<file path="src/rtl/csu_pkg.sv">
// Package for the counting semaphore unit.
// Holds command and status codes and the command queue entry type; no dependencies.
package csu_pkg;
  localparam int NumSemsDefault = 16;
  localparam int NumThreadsDefault = 32;
  localparam int CountWidthDefault = 16;

  localparam logic [1:0] CMD_OPEN = 2'd0;
  localparam logic [1:0] CMD_CLOSE = 2'd1;
  localparam logic [1:0] CMD_WAIT = 2'd2;
  localparam logic [1:0] CMD_SIGNAL = 2'd3;

  localparam logic [1:0] ST_OK = 2'd0;
  localparam logic [1:0] ST_NOT_OPEN = 2'd1;
  localparam logic [1:0] ST_NO_SLOT = 2'd2;

  typedef struct packed {
    logic [1:0] cmd;
    logic [3:0] sem_id;
    logic [4:0] thread_id;
    logic [15:0] init_value;
  } cmd_t;
endpackage

</file>
<file path="src/rtl/csu_front.sv">
// Front part of the counting semaphore unit: a two-entry command queue.
// Depends on csu_pkg.
module csu_front (
  input  logic clk,
  input  logic rst,
  input  logic push,
  output logic full,
  input  csu_pkg::cmd_t in_cmd,
  output logic cmd_valid,
  input  logic cmd_take,
  output csu_pkg::cmd_t cmd_out
);
  import csu_pkg::*;

  cmd_t entry [2];
  logic wr_ptr;
  logic rd_ptr;
  logic [1:0] fill;

  assign full = fill == 2'd2;
  assign cmd_valid = fill != 2'd0;
  assign cmd_out = entry[rd_ptr];

  always_ff @(posedge clk) begin
    if (push && !full) begin
      entry[wr_ptr] <= in_cmd;
    end
    if (rst) begin
      wr_ptr <= 1'b0;
      rd_ptr <= 1'b0;
      fill <= 2'd0;
    end else begin
      if (push && !full) wr_ptr <= ~wr_ptr;
      if (cmd_take && cmd_valid) rd_ptr <= ~rd_ptr;
      fill <= fill + 2'((push && !full) ? 1 : 0) - 2'((cmd_take && cmd_valid) ? 1 : 0);
    end
  end

  a_fill_bound: assert property (@(posedge clk) disable iff (rst) fill <= 2'd2)
    else $error("command queue overfilled");
  a_take_valid: assert property (@(posedge clk) disable iff (rst)
    (fill == 2'd0) |-> !cmd_valid) else $error("empty queue shows a command");
  a_full_hold: assert property (@(posedge clk) disable iff (rst)
    (full && !cmd_take) |=> full) else $error("full dropped without a take");
endmodule

</file>
<file path="src/rtl/csu_back.sv">
// Back part of the counting semaphore unit: slot table, wait queues and result register.
// Depends on csu_pkg.
module csu_back #(
  parameter int NUM_SEMS = csu_pkg::NumSemsDefault,
  parameter int NUM_THREADS = csu_pkg::NumThreadsDefault,
  parameter int COUNT_WIDTH = csu_pkg::CountWidthDefault
) (
  input  logic clk,
  input  logic rst,
  input  logic cmd_valid,
  output logic cmd_take,
  input  csu_pkg::cmd_t cmd_in,
  output logic empty,
  input  logic pop,
  output logic [1:0] status,
  output logic [3:0] sem_handle,
  output logic caller_blocked,
  output logic woken_valid,
  output logic [4:0] woken_thread,
  output logic last
);
  import csu_pkg::*;

  localparam int SW = (NUM_SEMS > 1) ? $clog2(NUM_SEMS) : 1;
  localparam int LIM = (NUM_SEMS < 16) ? NUM_SEMS : 16;
  localparam int CAP = (NUM_THREADS < 32) ? NUM_THREADS : 32;
  localparam int KW = $clog2(CAP + 1);
  localparam logic [COUNT_WIDTH-1:0] CMAX = '1;

  localparam logic [1:0] S_IDLE = 2'd0;
  localparam logic [1:0] S_EXEC = 2'd1;
  localparam logic [1:0] S_WALK = 2'd2;

  logic [1:0] state;
  cmd_t cur;
  logic [NUM_SEMS-1:0] slot_open;
  logic [NUM_SEMS-1:0] queue_nonempty;
  logic [COUNT_WIDTH-1:0] sem_count [NUM_SEMS];
  logic [4:0] queue_head [NUM_SEMS];
  logic [4:0] queue_tail [NUM_SEMS];
  logic [4:0] thread_next [32];
  logic [KW-1:0] walked;

  logic [SW-1:0] sid;
  logic in_range;
  logic is_open;
  logic [4:0] hd;
  logic hd_is_tail;
  logic [3:0] free_idx;
  logic [SW-1:0] free_sid;
  logic free_found;
  logic [COUNT_WIDTH-1:0] ival_sat;

  assign sid = SW'(cur.sem_id);
  assign in_range = 32'(cur.sem_id) < NUM_SEMS;
  assign is_open = in_range && slot_open[sid];
  assign hd = queue_head[sid];
  assign hd_is_tail = hd == queue_tail[sid];
  assign cmd_take = (state == S_IDLE) && cmd_valid;
  assign free_sid = SW'(free_idx);

  always_comb begin
    free_idx = 4'd0;
    free_found = 1'b0;
    for (int s = LIM - 1; s >= 0; s--) begin
      if (!slot_open[s]) begin
        free_idx = 4'(s);
        free_found = 1'b1;
      end
    end
  end

  always_comb begin
    if (COUNT_WIDTH >= 16) ival_sat = COUNT_WIDTH'(cur.init_value);
    else if ((32'(cur.init_value) >> COUNT_WIDTH) != 0) ival_sat = CMAX;
    else ival_sat = COUNT_WIDTH'(cur.init_value);
  end

  logic out_free;
  assign out_free = empty || pop;

  always_ff @(posedge clk) begin
    if (cmd_take) cur <= cmd_in;
    if (rst) begin
      state <= S_IDLE;
      slot_open <= '0;
      queue_nonempty <= '0;
      empty <= 1'b1;
      walked <= '0;
    end else begin
      if (pop && !empty) empty <= 1'b1;
      case (state)
        S_IDLE: begin
          if (cmd_valid) state <= S_EXEC;
        end
        S_EXEC: begin
          if (out_free) begin
            empty <= 1'b0;
            status <= ST_OK;
            sem_handle <= 4'd0;
            caller_blocked <= 1'b0;
            woken_valid <= 1'b0;
            woken_thread <= 5'd0;
            last <= 1'b1;
            state <= S_IDLE;
            if (cur.cmd == CMD_OPEN) begin
              if (free_found) begin
                slot_open[free_sid] <= 1'b1;
                queue_nonempty[free_sid] <= 1'b0;
                sem_count[free_sid] <= ival_sat;
                sem_handle <= free_idx;
              end else begin
                status <= ST_NO_SLOT;
              end
            end else if (!is_open) begin
              status <= ST_NOT_OPEN;
            end else begin
              case (cur.cmd)
                CMD_CLOSE: begin
                  if (queue_nonempty[sid]) begin
                    empty <= 1'b1;
                    walked <= '0;
                    state <= S_WALK;
                  end else begin
                    slot_open[sid] <= 1'b0;
                  end
                end
                CMD_WAIT: begin
                  if (sem_count[sid] != '0) begin
                    sem_count[sid] <= sem_count[sid] - 1'b1;
                  end else begin
                    if (queue_nonempty[sid]) begin
                      thread_next[queue_tail[sid]] <= cur.thread_id;
                    end else begin
                      queue_head[sid] <= cur.thread_id;
                      queue_nonempty[sid] <= 1'b1;
                    end
                    queue_tail[sid] <= cur.thread_id;
                    caller_blocked <= 1'b1;
                  end
                end
                default: begin
                  if (queue_nonempty[sid]) begin
                    woken_valid <= 1'b1;
                    woken_thread <= hd;
                    if (hd_is_tail) queue_nonempty[sid] <= 1'b0;
                    else queue_head[sid] <= thread_next[hd];
                  end else if (sem_count[sid] != CMAX) begin
                    sem_count[sid] <= sem_count[sid] + 1'b1;
                  end
                end
              endcase
            end
          end
        end
        S_WALK: begin
          if (out_free) begin
            empty <= 1'b0;
            status <= ST_OK;
            sem_handle <= 4'd0;
            caller_blocked <= 1'b0;
            woken_valid <= 1'b1;
            woken_thread <= hd;
            walked <= walked + 1'b1;
            if (hd_is_tail || 32'(walked) == CAP - 1) begin
              last <= 1'b1;
              slot_open[sid] <= 1'b0;
              queue_nonempty[sid] <= 1'b0;
              state <= S_IDLE;
            end else begin
              last <= 1'b0;
              queue_head[sid] <= thread_next[hd];
            end
          end
        end
        default: state <= S_IDLE;
      endcase
    end
  end

  a_take_idle: assert property (@(posedge clk) disable iff (rst)
    cmd_take |-> state == S_IDLE) else $error("command taken while busy");
  a_walk_bound: assert property (@(posedge clk) disable iff (rst)
    state == S_WALK |-> 32'(walked) < CAP) else $error("close walk overran");
  a_idle_after_last: assert property (@(posedge clk) disable iff (rst)
    (state != S_IDLE && $past(state) == S_WALK) |-> state == S_WALK)
    else $error("walk left to a wrong state");
endmodule

</file>
<file path="src/rtl/counting_semaphore_unit.sv">
// Counting semaphore unit: a table of counting semaphores with FIFO wait queues.
// A command goes from the command queue into a command register, then updates
// the slot table once the result register is free; a close with waiters emits
// one woken thread per cycle when free. Results are held in one output register.
// Depends on csu_pkg, csu_front and csu_back.
module counting_semaphore_unit #(
  parameter int NUM_SEMS = csu_pkg::NumSemsDefault,
  parameter int NUM_THREADS = csu_pkg::NumThreadsDefault,
  parameter int COUNT_WIDTH = csu_pkg::CountWidthDefault
) (
  input  logic clk,
  input  logic rst,
  input  logic push,
  output logic full,
  input  logic [1:0] cmd,
  input  logic [3:0] sem_id,
  input  logic [4:0] thread_id,
  input  logic [15:0] init_value,
  output logic empty,
  input  logic pop,
  output logic [1:0] status,
  output logic [3:0] sem_handle,
  output logic caller_blocked,
  output logic woken_valid,
  output logic [4:0] woken_thread,
  output logic last
);
  import csu_pkg::*;

  cmd_t in_cmd;
  cmd_t q_cmd;
  logic q_valid;
  logic q_take;

  assign in_cmd = '{cmd: cmd, sem_id: sem_id, thread_id: thread_id, init_value: init_value};

  csu_front u_front (
    .clk(clk), .rst(rst), .push(push), .full(full), .in_cmd(in_cmd),
    .cmd_valid(q_valid), .cmd_take(q_take), .cmd_out(q_cmd)
  );

  csu_back #(.NUM_SEMS(NUM_SEMS), .NUM_THREADS(NUM_THREADS), .COUNT_WIDTH(COUNT_WIDTH))
  u_back (
    .clk(clk), .rst(rst), .cmd_valid(q_valid), .cmd_take(q_take), .cmd_in(q_cmd),
    .empty(empty), .pop(pop), .status(status), .sem_handle(sem_handle),
    .caller_blocked(caller_blocked), .woken_valid(woken_valid),
    .woken_thread(woken_thread), .last(last)
  );
endmodule

</file>
<file path="config.mk">
export PLATFORM = sky130hd
export DESIGN_NAME = counting_semaphore_unit
export DESIGN_NICKNAME = d
export VERILOG_FILES = /design/src/rtl/csu_pkg.sv /design/src/rtl/csu_front.sv /design/src/rtl/csu_back.sv /design/src/rtl/counting_semaphore_unit.sv
export SDC_FILE = /design/constraint.sdc
export NUM_CORES = 1
export LEC_CHECK = 0
export ABC_AREA = 1
export ABC_CLOCK_PERIOD_IN_PS = 4700
export BUFFER_PORTS_ARGS = -buffer_cell sky130_fd_sc_hd__buf_2
export CAP_MARGIN = 20
export CORE_MARGIN = 2
export CORE_UTILIZATION = 45
export CTS_CLUSTER_DIAMETER = 30
export DETAILED_ROUTE_END_ITERATION = 10
export SLEW_MARGIN = 20
export SYNTH_ARGS = -nofsm -noshare
export SYNTH_HDL_FRONTEND = slang
export SYNTH_SLANG_ARGS = --single-unit
export TNS_END_PERCENT = 30
</file>
<file path="constraint.sdc">
create_clock -name clk -period 4.7 [get_ports clk]
set_clock_uncertainty 0.15 [all_clocks]
set_input_delay 0.94 -clock clk [delete_from_list [all_inputs] [get_ports clk]]
set_output_delay 0.94 -clock clk [all_outputs]
set_load 0.02 [all_outputs]
</file>
==> impl_metrics.py <==
metrics = {
    "routing": {
        "drt-pass1-iter-count": 6,
        "postRouteWirelength_um": 85750,
        "route.vias.total": 22495,
        "ant_nets": 0,
        "drt_drc_violations_left": 0,
        "drt-initial-drc-count": 2062,
        "avgRoutedWirePerCell_um": 20.20,
        "viasPerCell": 5.298,
    },
    "global_route": {
        "grt_start_max_net_pins": 75,
        "grt_util_met2": 0.4114,
        "grt-busiest-layer": "met2",
        "grt_util_met1": 0.2995,
        "grtUsageMet3": 0.04082,
        "gr-total-overflow": 0,
        "grt_antenna_before_repair": 1,
        "grt_pass1_vias": 22074,
        "grt_pass1_wl_um": 129700,
        "track_usage": 0.2428,
    },
    "worst_setup_path": {
        "slowest_stage": "edfxtp_1",
        "cp.required_ns": 4.97,
        "path_buf_inv": 2,
        "endpoint_kind": "flop",
        "path_class": "flop to flop",
        "cpMostUsedCell": "nand2_1",
        "cp_top_family": "simple AND/OR/NAND/NOR gates",
        "worst_ep_arrival_time_ns": 4.63,
        "start_kind": "flop",
        "cp_slowest_stage_delay_ns": 0.52,
        "path_cells": "nor2_4, buf_12, nand2_1, nand4_1, nand2_1, nand2_1, nor2_2, nor2_1, nand3_1, nor2_1, nand2_1, nand2_4, ha_1, a21oi_1, o21ai_0, a21oi_1, o21ai_0, nand3_1, nand2_1, o21ai_0, nand2_1, buf_4",
        "crit_path_max_fanout": 45,
    },
    "power": {
        "leakagePower_uw": 0.01473,
        "power.density_nw_per_um2": 742.9,
        "ir_drop_v": 0.0005670,
    },
    "floorplan": {
        "fp-row-count": 96,
        "io_pins": 47,
        "core_sq_um": 68710,
        "die-area_sq_um": 71550,
        "die_y_um": 267.5,
        "die_w_um": 267.5,
        "start_util": 0.4547,
    },
    "placement": {
        "io_buffer_count": 46,
        "dpl_worst_slack_ns": 0.2447,
        "gp_congestion": 0.9026,
        "place_hpwl_um": 53690,
    },
    "logic_synthesis": {
        "yosysSeqAreaShare": 0.6738,
        "avgSynthCellArea_sq_um": 10.35,
        "netlist_area_sq_um": 31240,
        "syn-num-nets": 3076,
        "ys_seq_elements": 716,
        "synth-warning-count": 0,
        "syn-instance-count": 3018,
        "synth.distinct_cells": 42,
    },
    "cts": {
        "cts.sinks": 716,
        "path_clk_slew_ns": 0.05,
        "postCtsHoldBufs": 0,
        "postCtsResizedCells": 0,
        "clk_path_buf_depth": 3,
        "cts_setup_buffers": 0,
        "clock_latency_ns": 0.71,
        "cts_buffers": 143,
        "htree_levels": 4,
        "cts_tree": "done",
        "cts_root_buf": "clkbuf_16",
    },
    "timing": {
        "period_needed_ns": 4.363,
        "finalSetupViolations": 0,
        "setup_ws_ns": 0.3371,
        "maxSlewViolCount": 0,
        "hold_viol": 0,
        "grt_setup_unrepaired": "no",
        "fmax_mhz": 229.2,
        "maxSlewHeadroom": 0.3953,
        "finalCritPeriodShare": 0.9283,
        "setup_tns_ns": 0,
        "worstMarginPinSlew_ns": 0.9060,
    },
    "finish": {
        "drive_gt1_frac": 0.1460,
        "synthToLayoutAreaGrowth_pct": 22.24,
        "final_cell_mix": "1098 x nand2_1, 671 x edfxtp_1, 282 x nor2_1",
        "final_common_cell": "nand2_1",
        "antenna_cells": 0,
        "layout.nets": 3255,
    },
    "outcome": {
        "status": "finished, final reports clean",
    },
    "flow_run": {
        "max_cap_violations": 0,
    },
    "min_path": {
        "min-delay-path-class": "primary input to flop",
    },
}
-- report_power, final --
group          total, uW  switching [uW]  internal, uW
logic               9780            6900          2880
registers           8330             175          8150
clock network      10300            3450          6820
total              28400           10500         17900
-- layout make-up --
type                            instances  area, sq um
Sequential cell                       716        21050
Multi-Input combinational cell       2012         8996
Timing Repair Buffer                  162         1388
Clock buffer                          165         3702
Fill cell                            5869        30520
Inverter                              162        611.8
Tap cell                              931         1165
Clock inverter                         98         1276
-- routing by layer --
metal,part of all wire,vias up
li1,-,10684
met1,0.40,10771
met2,0.49,816
met3,0.060,222
met4,0.045,2
met5,0.000082,-
-- kinds of logic (layout without fill, tap and decap cells) --
group,Yosys count,after routing,share of synthesized area
XOR/XNOR,13,13,0.003645
AND/OR/NAND/NOR,1672,1672,0.2174
flip-flops,716,716,0.6738
buffers and inverters,290,587,0.04069
adder cells (fa/ha/maj),27,27,0.01105
AO/OA/AOI/OAI,300,300,0.05335
-- Yosys cell counts, drive strengths merged --
master,count,share of area
xnor2,6,0.0017
o21ai,151,0.025
clkbuf,58,0.0070
or2,24,0.0048
edfxtp,671,0.64
nand4,68,0.014
nor3b,3,0.00072
xor2,7,0.0020
ha,26,0.010
dfxtp,45,0.029
o31ai,1,0.00024
o211ai,44,0.011
nand3,140,0.023
o21a,1,0.00024
o22ai,13,0.0026
clkinv,3,0.00040
inv,159,0.019
a21boi,1,0.00024
buf,70,0.014
nand3b,2,0.00048
nand2,1101,0.13
o2111ai,2,0.00056
a31oi,4,0.00080
nor2,316,0.039
nor3,18,0.0032
fa,1,0.00064
a21oi,83,0.013
-- metrics by stage --
step	std cells	cell area (sq um)	power [uW]	hold slack [ns]	utilization
global placement	3982	33190	18000	0.3079	0.4830
finish	4246	38190	28370	0.2746	0.5558
detailed placement	3982	33190	18110	0.3149	0.4830
floorplan	3018	31240	14470	0.2890	-
global route	4246	38190	29790	0.2497	0.5558
CTS	4245	38170	28440	0.2360	0.5555
-- final timing paths --
path,from,endpoint,slack [ns],depth (start not counted)
worst min register to register,u_front.fill[1]$_SDFF_PP0_,u_front.fill[1]$_SDFF_PP0_,0.33,1
worst max register to register,u_back.sid[1]$_DFFE_PP_,u_back.sem_count[3][12]$_DFFE_PP_,0.34,22
worst max-delay path,u_back.sid[1]$_DFFE_PP_,u_back.sem_count[3][12]$_DFFE_PP_,0.34,22
worst min-delay path,init_value[1],u_front.entry[0][1]$_DFFE_PP_,0.27,1
-- worst reg2reg max path: stages (launching register included) --
cell and delay, ns:
edfxtp_1 0.52, nor2_4 0.24, buf_12 0.29, nand2_1 0.13
nand4_1 0.10, nand2_1 0.05, nand2_1 0.12, nor2_2 0.05
nor2_1 0.16, nand3_1 0.15, nor2_1 0.14, nand2_1 0.14
nand2_4 0.22, ha_1 0.31, a21oi_1 0.21, o21ai_0 0.12
a21oi_1 0.19, o21ai_0 0.16, nand3_1 0.10, nand2_1 0.06
o21ai_0 0.14, nand2_1 0.10, buf_4 0.20
-- flip-flops by register name (all words and copies together) (netlist names), 5 cells and up, named ones only --
register,flops
u_back.queue_tail,80
u_back.slot_open,16
u_back.walked,6
u_front.entry,54
u_back.woken_thread,5
u_back.cur,7
u_back.sem_count,256
u_back.thread_next,160
u_back.ival_sat,16
u_back.queue_head,80
(Power assumes the default switching activity.)
